`src/rtl/touch_sample_filter_and_scale_macros.svh`:
```
// Assertion macros shared by the touch filter RTL.
// No dependencies; included by the files that carry assertions.
`ifndef TOUCH_SAMPLE_FILTER_AND_SCALE_MACROS_SVH
`define TOUCH_SAMPLE_FILTER_AND_SCALE_MACROS_SVH

// Same-cycle implication, checked outside reset
`define TSFS_ASSERT_NOW(label, clk, rst_n, ante, cons) \
	label: assert property (@(posedge clk) disable iff (!(rst_n)) (ante) |-> (cons)) \
		else $error("tsfs assertion failed");

// Next-cycle implication, checked outside reset
`define TSFS_ASSERT_NEXT(label, clk, rst_n, ante, cons) \
	label: assert property (@(posedge clk) disable iff (!(rst_n)) (ante) |=> (cons)) \
		else $error("tsfs assertion failed");

`endif

```
`src/rtl/tsfs_pkg.sv`:
```
// Shared types and constants for the touch sample filter and scaler.
// No dependencies; used by the interfaces, the lanes, the merge stage and the top level.
package tsfs_pkg;

	// Input sample geometry
	localparam int SAMPLES_PER_AXIS = 4;
	localparam int RAW_W            = 13;
	localparam int SUM_W            = RAW_W + $clog2(SAMPLES_PER_AXIS);

	// Screen geometry
	localparam int SCR_W = 320;
	localparam int SCR_H = 240;
	localparam int X_W   = 9;
	localparam int Y_W   = 8;

	// Width of a raw quotient before the span check
	localparam int Q_W = 10;

	// X axis: q = (avg - 265) * 320 / 3600 = (avg - 265) * 4 / 45
	localparam int X_OFFSET  = 265;
	localparam int X_NUM     = 4;
	localparam int X_DEN     = 45;
	localparam int X_SHIFT   = 21;
	localparam int X_RECIP   = X_NUM * (((1 << X_SHIFT) + X_DEN - 1) / X_DEN);
	localparam int X_RECIP_W = 18;

	// Y axis: q = (avg - 200) * 240 / 3720 = (avg - 200) * 2 / 31
	localparam int Y_OFFSET  = 200;
	localparam int Y_NUM     = 2;
	localparam int Y_DEN     = 31;
	localparam int Y_SHIFT   = 19;
	localparam int Y_RECIP   = Y_NUM * (((1 << Y_SHIFT) + Y_DEN - 1) / Y_DEN);
	localparam int Y_RECIP_W = 16;

	// Register file
	localparam int          TOL_W     = 4;
	localparam int          TOL_RESET = 2;
	localparam int          APB_AW    = 3;
	localparam int          APB_DW    = 32;
	localparam logic [APB_AW-3:0] REG_JITTER_TOLERANCE = '0;

	typedef logic [RAW_W-1:0] raw_t;
	typedef raw_t [SAMPLES_PER_AXIS-1:0] axis_samples_t;

	// Controls from the pipeline to the merge stage
	typedef struct packed {
		logic load;    // output register takes the stage-2 values
		logic commit;  // a real item leaves stage 2 this cycle
	} merge_ctl_t;

endpackage

```
`src/rtl/tsfs_in_if.sv`:
```
// Input channel of the touch filter: raw samples and pen flags.
// Depends on tsfs_pkg.
interface tsfs_in_if;
	logic                valid;
	logic                ready;
	tsfs_pkg::raw_t      x_raw_0;
	tsfs_pkg::raw_t      x_raw_1;
	tsfs_pkg::raw_t      x_raw_2;
	tsfs_pkg::raw_t      x_raw_3;
	tsfs_pkg::raw_t      y_raw_0;
	tsfs_pkg::raw_t      y_raw_1;
	tsfs_pkg::raw_t      y_raw_2;
	tsfs_pkg::raw_t      y_raw_3;
	logic                pen_down;
	logic                pen_still_down;

	modport source (
		output valid, x_raw_0, x_raw_1, x_raw_2, x_raw_3,
		output y_raw_0, y_raw_1, y_raw_2, y_raw_3, pen_down, pen_still_down,
		input  ready
	);
	modport sink (
		input  valid, x_raw_0, x_raw_1, x_raw_2, x_raw_3,
		input  y_raw_0, y_raw_1, y_raw_2, y_raw_3, pen_down, pen_still_down,
		output ready
	);
endinterface

```
`src/rtl/tsfs_out_if.sv`:
```
// Output channel of the touch filter: validity flag and screen coordinates.
// Depends on tsfs_pkg.
interface tsfs_out_if;
	logic                       valid;
	logic                       ready;
	logic                       touch_valid;
	logic [tsfs_pkg::X_W-1:0]   screen_x;
	logic [tsfs_pkg::Y_W-1:0]   screen_y;

	modport source (output valid, touch_valid, screen_x, screen_y, input ready);
	modport sink   (input  valid, touch_valid, screen_x, screen_y, output ready);
endinterface

```
`src/rtl/tsfs_axis_lane.sv`:
```
// One axis lane: trimmed mean of the samples, then constant-ratio scaling.
// Depends on tsfs_pkg. Two stages; the coordinate is formed from the stage-2 registers.
module tsfs_axis_lane #(
	parameter int OFFSET  = tsfs_pkg::X_OFFSET,
	parameter int FULL    = tsfs_pkg::SCR_W,
	parameter int RECIP   = tsfs_pkg::X_RECIP,
	parameter int RECIP_W = tsfs_pkg::X_RECIP_W,
	parameter int SHIFT   = tsfs_pkg::X_SHIFT,
	parameter int COORD_W = tsfs_pkg::X_W
) (
	input  logic                          clk,
	input  tsfs_pkg::axis_samples_t       samples,
	input  logic                          en_s1,
	input  logic                          en_s2,
	output logic [COORD_W-1:0]            coord
);

	localparam int PROD_W = tsfs_pkg::RAW_W + RECIP_W;

	logic [tsfs_pkg::SUM_W-1:0] sum;
	logic [tsfs_pkg::SUM_W-1:0] mid;
	tsfs_pkg::raw_t             mx;
	tsfs_pkg::raw_t             mn;
	tsfs_pkg::raw_t             avg;

	tsfs_pkg::raw_t             diff_s1;
	logic                       above_s1;
	logic [PROD_W-1:0]          prod_s2;
	logic                       above_s2;
	logic [tsfs_pkg::Q_W-1:0]   quot;

	// Sum, largest and smallest sample; average the middle two
	always_comb begin
		sum = '0;
		mx  = '0;
		mn  = '1;
		for (int i = 0; i < tsfs_pkg::SAMPLES_PER_AXIS; i++) begin
			sum = sum + tsfs_pkg::SUM_W'(samples[i]);
			if (samples[i] > mx) mx = samples[i];
			if (samples[i] < mn) mn = samples[i];
		end
		mid = sum - tsfs_pkg::SUM_W'(mx) - tsfs_pkg::SUM_W'(mn);
		avg = mid[tsfs_pkg::RAW_W:1];
	end

	// Stage 1: remove the offset
	always_ff @(posedge clk) begin
		if (en_s1) begin
			above_s1 <= avg > tsfs_pkg::RAW_W'(OFFSET);
			diff_s1  <= avg - tsfs_pkg::RAW_W'(OFFSET);
		end
	end

	// Stage 2: multiply by the scaled reciprocal of the span ratio
	always_ff @(posedge clk) begin
		if (en_s2) begin
			above_s2 <= above_s1;
			prod_s2  <= PROD_W'(diff_s1) * PROD_W'(RECIP);
		end
	end

	// Quotient, span check and inversion
	assign quot  = prod_s2[SHIFT +: tsfs_pkg::Q_W];
	assign coord = (above_s2 && quot != '0 && quot <= tsfs_pkg::Q_W'(FULL))
		? COORD_W'(tsfs_pkg::Q_W'(FULL) - quot) : '0;

endmodule

```
`src/rtl/tsfs_merge.sv`:
```
// Merge stage: border check, jitter compare against the last coordinates, output register.
// Depends on tsfs_pkg and the assertion macro header.
`include "touch_sample_filter_and_scale_macros.svh"

module tsfs_merge (
	input  logic                          clk,
	input  logic                          arst_n,
	input  tsfs_pkg::merge_ctl_t          ctl,
	input  logic [tsfs_pkg::X_W-1:0]      sx,
	input  logic [tsfs_pkg::Y_W-1:0]      sy,
	input  logic                          pen_ok,
	input  logic [tsfs_pkg::TOL_W-1:0]    tol,
	output logic                          touch_valid,
	output logic [tsfs_pkg::X_W-1:0]      screen_x,
	output logic [tsfs_pkg::Y_W-1:0]      screen_y
);

	logic [tsfs_pkg::X_W-1:0] prev_x_q;
	logic [tsfs_pkg::Y_W-1:0] prev_y_q;
	logic                     touch_valid_q;
	logic [tsfs_pkg::X_W-1:0] screen_x_q;
	logic [tsfs_pkg::Y_W-1:0] screen_y_q;

	logic                     in_border;
	logic [tsfs_pkg::X_W-1:0] dx;
	logic [tsfs_pkg::Y_W-1:0] dy;
	logic                     stable;

	// Inside the border: sx from 2 to SCR_W - 2, sy from 2 to SCR_H - 2
	assign in_border = (sx > tsfs_pkg::X_W'(1))
		&& (sx < tsfs_pkg::X_W'(tsfs_pkg::SCR_W - 1))
		&& (sy > tsfs_pkg::Y_W'(1))
		&& (sy < tsfs_pkg::Y_W'(tsfs_pkg::SCR_H - 1));

	// Distance to the last in-border coordinates
	assign dx     = (sx > prev_x_q) ? sx - prev_x_q : prev_x_q - sx;
	assign dy     = (sy > prev_y_q) ? sy - prev_y_q : prev_y_q - sy;
	assign stable = (dx <= tsfs_pkg::X_W'(tol)) && (dy <= tsfs_pkg::Y_W'(tol));

	// Hold the last in-border coordinates
	always_ff @(posedge clk or negedge arst_n) begin
		if (!arst_n) begin
			prev_x_q <= '0;
			prev_y_q <= '0;
		end else if (ctl.commit && in_border) begin
			prev_x_q <= sx;
			prev_y_q <= sy;
		end
	end

	// Output register
	always_ff @(posedge clk or negedge arst_n) begin
		if (!arst_n) begin
			touch_valid_q <= 1'b0;
			screen_x_q    <= '0;
			screen_y_q    <= '0;
		end else if (ctl.load) begin
			touch_valid_q <= in_border && pen_ok && stable;
			screen_x_q    <= sx;
			screen_y_q    <= sy;
		end
	end

	assign touch_valid = touch_valid_q;
	assign screen_x    = screen_x_q;
	assign screen_y    = screen_y_q;

	`TSFS_ASSERT_NEXT(a_prev_hold, clk, arst_n, !ctl.commit,
		$stable(prev_x_q) && $stable(prev_y_q))
	`TSFS_ASSERT_NEXT(a_prev_follows, clk, arst_n, ctl.commit && in_border,
		prev_x_q == screen_x_q && prev_y_q == screen_y_q)
	`TSFS_ASSERT_NOW(a_valid_in_border, clk, arst_n, touch_valid_q,
		screen_x_q > tsfs_pkg::X_W'(1) && screen_y_q > tsfs_pkg::Y_W'(1))

endmodule

```
`src/rtl/touch_sample_filter_and_scale.sv`:
```
// Channel      | Role   | Contents
// samples      | sink   | x_raw_0..3, y_raw_0..3 (13 b each), pen_down, pen_still_down
// result       | source | touch_valid, screen_x (9 b), screen_y (8 b)
// APB          | slave  | jitter_tolerance at byte address 0
//
// Items pass the stage-1, stage-2 and output registers; one per cycle unless result stalls.
// Stage 1 runs the trimmed mean in each axis lane, stage 2 the reciprocal multiply,
// stage 3 the merge with the stored previous coordinates and the output register.
// Each stage advances when the next one is empty or advancing, so bubbles are filled
// while a result waits. Reset clears the valid bits, tolerance (to 2) and previous coordinates.
//
// Top level: two axis lanes, the merge stage, pipeline control and the register port.
// Depends on tsfs_pkg, tsfs_in_if, tsfs_out_if, tsfs_axis_lane, tsfs_merge and the macro header.
`include "touch_sample_filter_and_scale_macros.svh"

module touch_sample_filter_and_scale (
	input  logic                             clk,
	input  logic                             arst_n,
	tsfs_in_if.sink                          samples,
	tsfs_out_if.source                       result,
	input  logic                             psel,
	input  logic                             penable,
	input  logic                             pwrite,
	input  logic [tsfs_pkg::APB_AW-1:0]      paddr,
	input  logic [tsfs_pkg::APB_DW-1:0]      pwdata,
	output logic [tsfs_pkg::APB_DW-1:0]      prdata,
	output logic                             pready
);

	logic                           v_s1;
	logic                           v_s2;
	logic                           out_v_q;
	logic                           pen_s1;
	logic                           pen_s2;
	logic [tsfs_pkg::TOL_W-1:0]     tol_q;

	logic                           adv1;
	logic                           adv2;
	logic                           adv_o;
	logic                           reg_hit;
	tsfs_pkg::axis_samples_t        xs;
	tsfs_pkg::axis_samples_t        ys;
	logic [tsfs_pkg::X_W-1:0]       sx;
	logic [tsfs_pkg::Y_W-1:0]       sy;
	tsfs_pkg::merge_ctl_t           mctl;

	// Register port: single register, always ready
	assign pready  = 1'b1;
	assign reg_hit = paddr[tsfs_pkg::APB_AW-1:2] == tsfs_pkg::REG_JITTER_TOLERANCE;
	assign prdata  = reg_hit ? tsfs_pkg::APB_DW'(tol_q) : '0;

	always_ff @(posedge clk or negedge arst_n) begin
		if (!arst_n) begin
			tol_q <= tsfs_pkg::TOL_W'(tsfs_pkg::TOL_RESET);
		end else if (psel && penable && pwrite && reg_hit) begin
			tol_q <= pwdata[tsfs_pkg::TOL_W-1:0];
		end
	end

	// Stage enables: advance into an empty or draining stage
	assign adv_o         = !out_v_q || result.ready;
	assign adv2          = !v_s2 || adv_o;
	assign adv1          = !v_s1 || adv2;
	assign samples.ready = adv1;

	always_ff @(posedge clk or negedge arst_n) begin
		if (!arst_n) begin
			v_s1    <= 1'b0;
			v_s2    <= 1'b0;
			out_v_q <= 1'b0;
		end else begin
			if (adv1)  v_s1    <= samples.valid;
			if (adv2)  v_s2    <= v_s1;
			if (adv_o) out_v_q <= v_s2;
		end
	end

	// Pen flags travel beside the lanes
	always_ff @(posedge clk) begin
		if (adv1) pen_s1 <= samples.pen_down && samples.pen_still_down;
		if (adv2) pen_s2 <= pen_s1;
	end

	assign xs = {samples.x_raw_3, samples.x_raw_2, samples.x_raw_1, samples.x_raw_0};
	assign ys = {samples.y_raw_3, samples.y_raw_2, samples.y_raw_1, samples.y_raw_0};

	tsfs_axis_lane #(
		.OFFSET  (tsfs_pkg::X_OFFSET),
		.FULL    (tsfs_pkg::SCR_W),
		.RECIP   (tsfs_pkg::X_RECIP),
		.RECIP_W (tsfs_pkg::X_RECIP_W),
		.SHIFT   (tsfs_pkg::X_SHIFT),
		.COORD_W (tsfs_pkg::X_W)
	) u_lane_x (
		.clk     (clk),
		.samples (xs),
		.en_s1   (adv1),
		.en_s2   (adv2),
		.coord   (sx)
	);

	tsfs_axis_lane #(
		.OFFSET  (tsfs_pkg::Y_OFFSET),
		.FULL    (tsfs_pkg::SCR_H),
		.RECIP   (tsfs_pkg::Y_RECIP),
		.RECIP_W (tsfs_pkg::Y_RECIP_W),
		.SHIFT   (tsfs_pkg::Y_SHIFT),
		.COORD_W (tsfs_pkg::Y_W)
	) u_lane_y (
		.clk     (clk),
		.samples (ys),
		.en_s1   (adv1),
		.en_s2   (adv2),
		.coord   (sy)
	);

	// Merge the two lanes with the stored coordinates
	assign mctl.load   = adv_o;
	assign mctl.commit = adv_o && v_s2;

	tsfs_merge u_merge (
		.clk         (clk),
		.arst_n      (arst_n),
		.ctl         (mctl),
		.sx          (sx),
		.sy          (sy),
		.pen_ok      (pen_s2),
		.tol         (tol_q),
		.touch_valid (result.touch_valid),
		.screen_x    (result.screen_x),
		.screen_y    (result.screen_y)
	);

	assign result.valid = out_v_q;

	`TSFS_ASSERT_NOW(a_stall_full, clk, arst_n, !samples.ready, v_s1 && v_s2 && out_v_q && !result.ready)
	`TSFS_ASSERT_NEXT(a_accept_s1, clk, arst_n, samples.valid && samples.ready, v_s1)
	`TSFS_ASSERT_NEXT(a_drain, clk, arst_n, out_v_q && result.ready && !v_s2, !out_v_q)

endmodule
```
`src/flat_wrapper.sv`:
```
// flat-port wrapper written by rule: the top's interface ports become plain ports
module touch_sample_filter_and_scale_flat 
  (clk, arst_n, psel, penable, pwrite, paddr, pwdata, prdata, pready, samples_valid, samples_x_raw_0, samples_x_raw_1, samples_x_raw_2, samples_x_raw_3, samples_y_raw_0, samples_y_raw_1, samples_y_raw_2, samples_y_raw_3, samples_pen_down, samples_pen_still_down, samples_ready, result_valid, result_touch_valid, result_screen_x, result_screen_y, result_ready);
  tsfs_in_if samples_i ();
  tsfs_out_if result_i ();
  input  logic clk;
  input  logic arst_n;
  input  logic psel;
  input  logic penable;
  input  logic pwrite;
  input  logic [tsfs_pkg::APB_AW-1:0] paddr;
  input  logic [tsfs_pkg::APB_DW-1:0] pwdata;
  output logic [tsfs_pkg::APB_DW-1:0] prdata;
  output logic pready;
  input wire logic [$bits(samples_i.valid)-1:0] samples_valid;
  input wire logic [$bits(samples_i.x_raw_0)-1:0] samples_x_raw_0;
  input wire logic [$bits(samples_i.x_raw_1)-1:0] samples_x_raw_1;
  input wire logic [$bits(samples_i.x_raw_2)-1:0] samples_x_raw_2;
  input wire logic [$bits(samples_i.x_raw_3)-1:0] samples_x_raw_3;
  input wire logic [$bits(samples_i.y_raw_0)-1:0] samples_y_raw_0;
  input wire logic [$bits(samples_i.y_raw_1)-1:0] samples_y_raw_1;
  input wire logic [$bits(samples_i.y_raw_2)-1:0] samples_y_raw_2;
  input wire logic [$bits(samples_i.y_raw_3)-1:0] samples_y_raw_3;
  input wire logic [$bits(samples_i.pen_down)-1:0] samples_pen_down;
  input wire logic [$bits(samples_i.pen_still_down)-1:0] samples_pen_still_down;
  output wire logic [$bits(samples_i.ready)-1:0] samples_ready;
  output wire logic [$bits(result_i.valid)-1:0] result_valid;
  output wire logic [$bits(result_i.touch_valid)-1:0] result_touch_valid;
  output wire logic [$bits(result_i.screen_x)-1:0] result_screen_x;
  output wire logic [$bits(result_i.screen_y)-1:0] result_screen_y;
  input wire logic [$bits(result_i.ready)-1:0] result_ready;
  assign samples_i.valid = samples_valid;
  assign samples_i.x_raw_0 = samples_x_raw_0;
  assign samples_i.x_raw_1 = samples_x_raw_1;
  assign samples_i.x_raw_2 = samples_x_raw_2;
  assign samples_i.x_raw_3 = samples_x_raw_3;
  assign samples_i.y_raw_0 = samples_y_raw_0;
  assign samples_i.y_raw_1 = samples_y_raw_1;
  assign samples_i.y_raw_2 = samples_y_raw_2;
  assign samples_i.y_raw_3 = samples_y_raw_3;
  assign samples_i.pen_down = samples_pen_down;
  assign samples_i.pen_still_down = samples_pen_still_down;
  assign samples_ready = samples_i.ready;
  assign result_valid = result_i.valid;
  assign result_touch_valid = result_i.touch_valid;
  assign result_screen_x = result_i.screen_x;
  assign result_screen_y = result_i.screen_y;
  assign result_i.ready = result_ready;
  touch_sample_filter_and_scale u_core (.clk(clk), .arst_n(arst_n), .samples(samples_i), .result(result_i), .psel(psel), .penable(penable), .pwrite(pwrite), .paddr(paddr), .pwdata(pwdata), .prdata(prdata), .pready(pready));
endmodule
```
`config.mk`:
```
export PLATFORM = sky130hd
export DESIGN_NAME = touch_sample_filter_and_scale_flat
export DESIGN_NICKNAME = d
export VERILOG_FILES = /design/src/rtl/tsfs_pkg.sv /design/src/rtl/tsfs_in_if.sv /design/src/rtl/tsfs_out_if.sv /design/src/rtl/tsfs_axis_lane.sv /design/src/rtl/tsfs_merge.sv /design/src/rtl/touch_sample_filter_and_scale.sv /design/src/flat_wrapper.sv
export VERILOG_INCLUDE_DIRS = /design/src /design/src/rtl
export SDC_FILE = /design/constraint.sdc
export NUM_CORES = 1
export LEC_CHECK = 0
export BUFFER_PORTS_ARGS = -buffer_cell sky130_fd_sc_hd__buf_2
export CAP_MARGIN = 40
export CORE_ASPECT_RATIO = 0.75
export CORE_UTILIZATION = 50
export DETAILED_ROUTE_END_ITERATION = 6
export PLACE_DENSITY = 0.7
export SYNTH_ARGS = -nofsm -noshare
export SYNTH_HDL_FRONTEND = slang
export SYNTH_SLANG_ARGS = --single-unit
```
`constraint.sdc`:
```
create_clock -name clk -period 8.5 [get_ports clk]
set_input_delay 1.275 -clock clk [delete_from_list [all_inputs] [get_ports clk]]
set_output_delay 1.275 -clock clk [all_outputs]
set_load 0.02 [all_outputs]
```
* Yosys cells after proc, flatten, opt, wreduce, memory -nomap -nowiden
Cells that the tools add are included.
** Operators by class
- Bitwise gates (word level) :: 1
- Div/mod/pow operators :: 0
- Add/sub/neg operators :: 18
- Equal/unequal tests :: 0
- Multiply operators :: 2
- Reductions and logical operators :: 24
- Shift-type cells :: 0
- Multiplexer cells :: 21
- Order comparisons :: 28
** Operators by type and width (count)
- $mux 13 :: 16
- $gt 13x13->1 :: 6
- $lt 13x13->1 :: 6
- $add 14x13->14 :: 4
- $sub 14x13->14 :: 4
- $add 13x13->14 :: 2
- $mul 13x15->28 const B :: 1
- $mul 13x14->27 const B :: 1
- $gt 13x1->1 const B :: 2
- $lt 13x13->1 const B :: 2
- $reduce_bool 10->1 :: 2
- $mux 9 :: 2
- $sub 9x9->9 :: 2
- $logic_and 1x1->1 :: 16
- $mux 8 :: 2
- $sub 8x8->8 :: 2
- $gt 13x8->1 const B :: 1
- $gt 13x9->1 const B :: 1
- $sub 13x8->13 const B :: 1
- $sub 13x9->13 const B :: 1
- $le 10x8->1 const B :: 1
- $le 10x9->1 const B :: 1
- $gt 9x1->1 const B :: 1
- $gt 9x9->1 :: 1
- 12 further kinds :: 16
** Storage, ports and cells
- Memories :: 0
- Bits in registers :: 129
- Bits in latches :: 0
- Word-level logic and storage cells :: 113
- ROM bits :: 0
- Output and inout bits :: 53
- Bits in writable memories :: 0
- Bits of input ports :: 148

* Depth between registers and ports, before layout
Gate-level depths: netlist of run 1.
- Depth after elaboration :: 11
- Depth in mapped cells :: 53
- Gate-level depth less buffers :: 51

* Hierarchy
A second synthesis of run 1 with hierarchy kept.
** Unflattened totals
- Cell total of the unflattened synthesis :: 2231
- Area, all modules :: 19607.6 um^2
** By module, submodules not included
- tsfs_axis_lane at u_core.u_lane_x :: cells each 956, area each 8428.1 um^2, times used 1
- tsfs_axis_lane at u_core.u_lane_y :: cells each 874, area each 7465.9 um^2, times used 1
- tsfs_merge :: cells each 343, area each 3091.7 um^2, times used 1
- touch_sample_filter_and_scale :: cells each 58, area each 621.8 um^2, times used 1

* Worst setup path before layout of run 1
No wires, ideal clock.
- Path type :: input -> register
- Start point :: in samples_y_raw_0[1]
- End point :: reg u_core.u_lane_y.diff_s1[12], data pin
- Slack :: -2.973 ns
- Setup time :: 0.261 ns
- Buffers on the path :: 3
- Arrival :: 11.212 ns
- Stages on the path :: 51
- Path through :: inv_1 ha_1 nor2b_1 o21a_1 o21a_1 o21ai_1 a221oi_1 o221ai_1 a211o_1 buf_2 mux2i_1 inv_1 ha_1 nor2b_1 o21a_1 o21ai_0 nand2b_1 a21oi_1 [... 15 more ...] clkbuf_1 mux2_2 fa_1 fa_1 inv_1 fa_1 inv_1 fa_1 a21o_1 a21oi_1 o21bai_1 a2111oi_0 o311ai_1 xor2_1 or3_1 nor2_1 nand2_1 xnor2_1
** On the way
- Word-level cells in the longest chain between the ends :: 11
- Elaborated cells between the ends (all ways) :: 22
** RTL lines
- start: declaration :: RTL line flat_wrapper.sv:20 : input wire logic [$bits(samples_i.y_raw_0)-1:0] samples_y_raw_0;
- $gt 13x1->1 :: RTL line tsfs_axis_lane.sv:39 : if (samples[i] > mx) mx = samples[i];
- $mux 13 :: RTL line tsfs_axis_lane.sv:39
- $gt 13x13->1 :: RTL line tsfs_axis_lane.sv:39
- $mux 13 :: RTL line tsfs_axis_lane.sv:39
- $gt 13x13->1 :: RTL line tsfs_axis_lane.sv:39
- $mux 13 :: RTL line tsfs_axis_lane.sv:39
- $gt 13x13->1 :: RTL line tsfs_axis_lane.sv:39
- $mux 13 :: RTL line tsfs_axis_lane.sv:39
- $sub 14x13->14 :: RTL line tsfs_axis_lane.sv:42 : mid = sum - tsfs_pkg::SUM_W'(mx) - tsfs_pkg::SUM_W'(mn);
- $sub 14x13->14 * :: RTL line tsfs_axis_lane.sv:42
- $sub 13x8->13 * :: RTL line tsfs_axis_lane.sv:50 : diff_s1 <= avg - tsfs_pkg::RAW_W'(OFFSET);
- end signal: assignment :: RTL line tsfs_axis_lane.sv:50
- end: declaration :: RTL line tsfs_axis_lane.sv:26 : tsfs_pkg::raw_t diff_s1;
Mark *: on every way between the ends. The rest lies on a longest branch, timed or not.
A chain may end at the register's enable or synchronous reset.

* Worst setup path in the final report of run 1
- Start point :: in samples_x_raw_0[6]
- End point :: reg u_core.u_lane_x.above_s1, data pin
** On the way
- Word-level cells in the longest chain between the ends :: 11
- Elaborated cells between the ends (all ways) :: 22
** RTL lines
- start: declaration :: RTL line flat_wrapper.sv:16 : input wire logic [$bits(samples_i.x_raw_0)-1:0] samples_x_raw_0;
- $gt 13x1->1 :: RTL line tsfs_axis_lane.sv:39
- $mux 13 :: RTL line tsfs_axis_lane.sv:39
- $gt 13x13->1 :: RTL line tsfs_axis_lane.sv:39
- $mux 13 :: RTL line tsfs_axis_lane.sv:39
- $gt 13x13->1 :: RTL line tsfs_axis_lane.sv:39
- $mux 13 :: RTL line tsfs_axis_lane.sv:39
- $gt 13x13->1 :: RTL line tsfs_axis_lane.sv:39
- $mux 13 :: RTL line tsfs_axis_lane.sv:39
- $sub 14x13->14 :: RTL line tsfs_axis_lane.sv:42
- $sub 14x13->14 * :: RTL line tsfs_axis_lane.sv:42
- $gt 13x9->1 * :: RTL line tsfs_axis_lane.sv:49 : above_s1 <= avg > tsfs_pkg::RAW_W'(OFFSET);
- end signal: assignment :: RTL line tsfs_axis_lane.sv:49
- end: declaration :: RTL line tsfs_axis_lane.sv:27 : logic above_s1;
Marked as above.

==> impl_metrics.csv, run 1 <==
group,metric,value,unit
final_layout,regArea,2610,sq um
cts,clock_latency,0.36,ns
route,viasPerCell,5.20,
global_route,overflow,0,
global_route,grt_pass1_vias,16700,
cts,cts_num_sinks,94,
route,drt_iter0_drc,1028,
yosys,syn-cell-area,18900,sq um
yosys,synthAdderAreaFrac,40.4,%
yosys,synthXorXnorAreaFrac,3.85,%
floorplanning,io_pins,201,
worst_setup_path,cp.arrival,11.02,ns
worst_setup_path,end_kind,"flip-flop",
yosys,synth-edff-count,52,
place,io_buffers,141,
timing,relSlewSlack,43.1,%
place,place_hpwl,43.1,mm
worst_setup_path,cpMostUsedCell,"a21o_1",
job,max_cap_viol_count,0,
timing,setup_viol,27,
timing,drv_slew,0,
worst_setup_path,cp-start-kind,"primary input",
yosys,synth_compound_area_share,12.7,%
worst_setup_path,crit_start,"samples_x_raw_0[6]",
route,routed_wl,50.8,mm
route,ant_nets,0,
timing,fin_ws,-2.42,ns
yosys,async_flop_share,44.7,%
worst_setup_path,rrSetupSlack,2.01,ns
worst_setup_path,r2r-end,"u_core.u_merge.touch_valid",
yosys,syn_inst,2130,
cts,cts_tree,"yes",
timing,fin_crit_sh,129,%
worst_setup_path,timing.critical_path.fanout_max,5,
final_layout,layout-drive-gt1-share,29.2,%
floorplanning,rows,61,
global_route,grt_max_degree,39,
worst_hold_path,hp-class,"flip-flop to flip-flop",
timing,hold_viol,0,
floorplanning,start_util,50.9,%
yosys,ys_warn_count,0,
cts,numCtsBuffers,9,
floorplanning,die_h,170,um
final_layout,syn_to_final_growth,29.9,%
global_route,grt_pass1_wl,82.1,mm
yosys,synthMuxAreaShare,7.71,%
yosys,ys_ff_latch,94,
floorplanning,dieArea,38500,sq um
cts,cts_max_level,3,
worst_setup_path,reg2reg_from,"u_core.u_lane_x.prod_s2[21]",
yosys,synth_top_family_by_area,"adder cells",
route,drc,0,
global_route,antenna_found_initial,3,
floorplanning,die_w,226,um
worst_setup_path,cp-endpoint,"u_core.u_lane_x.above_s1",
route,firstDrtPassIters,5,
timing,fmax,0.0916,GHz
yosys,synthSimpleGateAreaFrac,9.41,%
timing,fin_crit,10.92,ns
global_route,grt_use_total,26.5,%
place,gp_congestion,0.937,
worst_setup_path,ff2ff_path_depth,25,
timing,worst_pin_slew,0.852,ns
route,via_count,16400,
yosys,syn_area_per_cell,8.86,sq um
timing,rsz0062_at_grt,"true",
cts,clk_path_buf_depth,2,
cts,clk_pin_slew,0.08,ns
yosys,ys.flop_type,"edfxtp_1",
yosys,seq_area_frac_synth,13.9,%
final_layout,fin_nets,3315,
place,dp.cells,3103,
final_layout,fill_cells,2905,
timing,clock_skew,0.0144,ns
worst_setup_path,required,8.60,ns
cts,cts-root-buf,"clkbuf_16",
worst_setup_path,slowest_delay,0.52,ns
final_layout,final_cells,3162,
outcome,violations,"setup timing",
outcome,status,"finished with violations",
floorplanning,core_area,37100,sq um
worst_setup_path,critPathKind,"primary input to flip-flop",
worst_setup_path,cp_slowest_cell,"fa_1",
final_layout,multi_input_area,15100,sq um
yosys,ys_types,83,
route,wl_per_cell,16.1,um
==> cell usage in the layout, fill, tap and decap left out, drive strengths merged, types with 41 or more instances in the layout <==
cell type  count
nand2        106
mux2          47
o21ai        109
a21o          47
xnor2         51
nor2          71
fa           155
buf          550
a21oi         98
inv          504
mux2i         92
ha           361
edfxtp        52
dfrtp         41
==> layout make-up <==
| cell class | instances | share of cell area [%] |
|---|---|---|
| antenna | 2 | 0.0204 |
| sequential | 94 | 10.7 |
| clock inverter | 5 | 0.174 |
| timing repair buffer | 550 | 16.2 |
| inverter | 501 | 7.79 |
| tap | 504 | 2.57 |
| multi-input combinational | 1495 | 61.6 |
| clock buffer | 11 | 0.949 |
==> cells by family after synthesis <==
group | count (synthesis)
AO/OA/AOI/OAI | 375
multiplexers | 139
XOR/XNOR | 83
buffers and inverters | 568
flip-flops | 94
AND/OR/NAND/NOR | 353
adder cells (fa/ha/maj) | 516
other | 2
==> per-stage QoR <==
step           area (sq um)  utilization [%]  hold WS, ns  setup slack (ns)  TNS (ns)
5_1_grt               24500             66.1        0.490             -2.83    -57.63
6_report              24500             66.1        0.474             -2.42    -46.83
4_1_cts               24100             64.9        0.482             -2.23    -43.82
3_3_place_gp          23000             61.9        0.444             -2.96    -58.63
2_1_floorplan         19300                -        0.400             -2.06    -36.17
3_5_place_dp          23000             62.1        0.440             -3.24    -64.74
==> state kept, by name, indices dropped and copies added, names as in the netlist <==
| register | cells |
|---|---|
| u_core.u_lane_x.diff_s1 | 13 |
| u_core.u_lane_x.above_s2 | 1 |
| u_core.u_lane_x.prod_s2 | 10 |
| u_core.tol_q | 4 |
| u_core.u_lane_x.above_s1 | 1 |
| u_core.u_merge.prev_y_q | 8 |
| u_core.v_s1 | 1 |
| u_core.result.valid | 1 |
| u_core.u_merge.touch_valid | 1 |
| u_core.u_lane_y.prod_s2 | 10 |
| u_core.u_lane_y.diff_s1 | 13 |
| u_core.u_merge.screen_y | 8 |
| u_core.u_merge.screen_x | 9 |
| u_core.pen_s2 | 1 |
| u_core.u_lane_y.above_s2 | 1 |
| u_core.u_lane_y.above_s1 | 1 |
| u_core.pen_s1 | 1 |
| u_core.u_merge.prev_x_q | 9 |
| u_core.v_s2 | 1 |
==> worst min-delay path by stage <==
stage / end / slack [ns] / startpoint / cells after the start
6_report: u_core.pen_s2 / 0.47 / u_core.pen_s1 / 0
3_3_place_gp: u_core.pen_s2 / 0.44 / u_core.pen_s1 / 0
2_1_floorplan: u_core.pen_s2 / 0.40 / u_core.pen_s1 / 0
4_1_cts: u_core.pen_s2 / 0.48 / u_core.pen_s1 / 0
3_5_place_dp: u_core.pen_s2 / 0.44 / u_core.pen_s1 / 0
5_1_grt: u_core.u_lane_y.above_s2 / 0.49 / u_core.u_lane_y.above_s1 / 0
==> synthesized netlist by cell type, types with 10 or more instances <==
cell type,count,area (sq um)
inv_1,500,1880
edfxtp_1,52,1560
xor2_1,32,280
o21ai_0,89,445
ha_1,361,4520
nor2b_1,30,188
nor3_1,26,130
a21o_1,46,345
xnor2_1,51,447
mux2i_1,92,921
a21oi_1,95,475
nor2_1,71,267
and2_1,12,75.1
o21bai_1,11,82.6
nand2_1,106,398
clkbuf_1,20,75.1
dfrtp_1,41,1030
buf_4,30,225
mux2_1,10,113
o21ai_1,19,95.1
nand3_1,18,90.1
nand4_1,29,181
fa_1,155,3100
buf_2,15,75.1
nand2b_1,17,106
o21a_1,30,225
mux2_2,36,405
==> worst max-delay path, delay by kind of cell <==
family | cells | cell delay, ns
AO/OA/AOI/OAI | 26 | 4.50
adder cells (fa/ha/maj) | 8 | 2.48
buffers and inverters | 10 | 0.95
multiplexers | 3 | 0.79
AND/OR/NAND/NOR | 6 | 1.02
==> metal layers <==
metal,track usage [%],wire [um],up-vias
met5,0,16,-
met4,5.26,845,2
met3,2.52,2200,67
met2,44.7,24100,393
met1,37.0,23600,7898
li1,-,-,8073
==> what timing repair did <==
item / 4_1_cts / 5_1_grt
pin swaps: 56 / 54
resized for setup: 100 / 88
buffers inserted: 37 / 15
setup endpoints to repair: 28 / 28
cloned: 0 / 0
hold buffers: 0 / 0
Power of run 1 is not shown: default switching activity piles up to over one toggle a cycle in this logic, so the estimate is an artifact.
==> run 2: changes to the inputs <==
--- a/config.mk
+++ b/config.mk
@@ -12,6 +12,7 @@
 export CORE_UTILIZATION = 50
 export DETAILED_ROUTE_END_ITERATION = 6
 export PLACE_DENSITY = 0.7
+export RECOVER_POWER = 50
 export SYNTH_ARGS = -nofsm -noshare
 export SYNTH_HDL_FRONTEND = slang
 export SYNTH_SLANG_ARGS = --single-unit
==> impl_metrics.csv, run 2 (synthesis results as in run 1) <==
group,metric,value,unit
worst_setup_path,end_kind,"flip-flop",
worst_hold_path,holdCritStartpoint,"u_core.u_lane_y.above_s1",
global_route,grt_max_degree,39,
global_route,antenna_found_initial,3,
global_route,overflow,0,
route,firstDrtPassIters,5,
global_route,grt_pass1_wl,82.1,mm
timing,drv_slew,67,
timing,setup_viol,27,
route,via_count,16400,
floorplanning,core_area,37100,sq um
cts,hold_buffers,0,
final_layout,fill_cells,2928,
cts,numCtsBuffers,9,
timing,rsz0062_at_grt,"true",
cts,clock_latency,0.36,ns
worst_setup_path,ff2ff_path_depth,25,
worst_setup_path,cpMostUsedCell,"a21o_1",
worst_hold_path,hp-class,"flip-flop to flip-flop",
global_route,grt_pass1_vias,16700,
route,routed_wl,50.9,mm
floorplanning,die_h,170,um
floorplanning,start_util,50.9,%
cts,cts_max_level,3,
cts,clk_pin_slew,0.07,ns
global_route,grt_use_total,26.5,%
outcome,status,"finished with violations",
worst_hold_path,whs_path_depth,0,
route,drt_iter0_drc,1047,
worst_setup_path,rrSetupSlack,2.01,ns
floorplanning,dieArea,38500,sq um
worst_setup_path,r2r-end,"u_core.u_merge.touch_valid",
cts,cts_tree,"yes",
cts,cts-root-buf,"clkbuf_16",
route,drc,0,
final_layout,syn_to_final_growth,29.6,%
final_layout,layout_common_cells,"482 x inv_1, 372 x buf_4, 335 x ha_1",
final_layout,fin_nets,3315,
floorplanning,die_w,226,um
worst_setup_path,cp-start-kind,"primary input",
job,max_cap_viol_count,2,
route,wl_per_cell,16.1,um
cts,clk_path_buf_depth,2,
worst_setup_path,slowest_delay,0.52,ns
place,place_ws,-3.24,ns
timing,hold_viol,0,
route,viasPerCell,5.20,
place,place_hpwl,43.1,mm
worst_setup_path,cp_slowest_cell,"fa_1",
place,gp_congestion,0.937,
route,ant_nets,0,
worst_setup_path,cp.arrival,11.03,ns
worst_setup_path,reg2reg_from,"u_core.u_lane_x.prod_s2[21]",
final_layout,reg_top3,"u_core.u_lane_x.diff_s1: 13 flops, u_core.u_lane_y.diff_s1: 13 flops",
worst_setup_path,timing.critical_path.fanout_max,5,
timing,fin_crit_sh,129,%
floorplanning,rows,61,
timing,worst_hold_slack,0.485,ns
timing,fmax,0.0915,GHz
timing,fin_ws,-2.43,ns
final_layout,layout_commonest_cell,"inv_1",
cts,cts_num_sinks,94,
floorplanning,io_pins,201,
timing,fin_crit,10.93,ns
worst_setup_path,required,8.60,ns
timing,relSlewSlack,-0.853,%
place,io_buffers,141,
timing,worst_pin_slew,1.51,ns
worst_hold_path,hold_end,"u_core.u_lane_y.above_s2",
worst_setup_path,critPathKind,"primary input to flip-flop",
outcome,violations,"capacitance limit, slew limit, setup timing",
timing,clock_skew,0.0133,ns
final_layout,layout-drive-gt1-share,28.2,%
-- run 2: worst max-delay path by stage --
stage	start	endpoint	slack, ns	cells past startpoint
CTS	samples_x_raw_0[6]	u_core.u_lane_x.above_s1	-2.23	51
finish	samples_x_raw_0[6]	u_core.u_lane_x.above_s1	-2.43	53
global route	samples_x_raw_0[6]	u_core.u_lane_x.diff_s1[12]	-2.83	49
global placement	samples_x_raw_0[6]	u_core.u_lane_x.diff_s1[12]	-2.96	49
detailed placement	samples_x_raw_0[6]	u_core.u_lane_x.diff_s1[12]	-3.24	51
floorplan	samples_y_raw_0[1]	u_core.u_lane_y.diff_s1[12]	-2.06	51
-- run 2: through the flow --
step,cell area [sq um],setup TNS [ns],utilization [%],std cells
6_report,24500,-46.90,65.9,3162
4_1_cts,24100,-43.82,64.9,3155
3_3_place_gp,23000,-58.63,61.9,3100
3_5_place_dp,23000,-64.74,62.1,3103
2_1_floorplan,19300,-36.17,-,2157
5_1_grt,24400,-57.63,65.9,3160
-- run 2: what timing repair did --
action,in CTS,in global routing
buffers inserted,37,15
resized for setup,100,88
pin swaps,56,54
setup endpoints to repair,28,28
-- run 2: metal layers --
layer	global-route usage, %	routed length, um	up-vias	part of all wire (%)
met2	44.7	24000	396	47
met5	0	16	-	0.031
met4	5.26	877	2	1.7
li1	-	-	8063	-
met3	2.52	2190	72	4.3
met1	37.0	23700	7909	47
-- run 2: final cells by class --
cell class | count | area (sq um) | area share (%)
antenna | 2 | 5.00 | 0.0205
inverter | 501 | 1910 | 7.81
multi-input combinational | 1495 | 15100 | 61.7
sequential | 94 | 2610 | 10.7
tap | 504 | 631 | 2.58
clock buffer | 11 | 233 | 0.952
clock inverter | 5 | 42.5 | 0.174
timing repair buffer | 550 | 3920 | 16.0
-- run 2: critical path, delay by kind of cell --
kind / cells / cell delay, ns
mux: 3 / 0.79
compound gates: 26 / 4.53
simple gates: 6 / 1.02
fa+ha+maj: 8 / 2.48
buf+inv: 10 / 0.95
Power of run 2 is left out for the same reason.
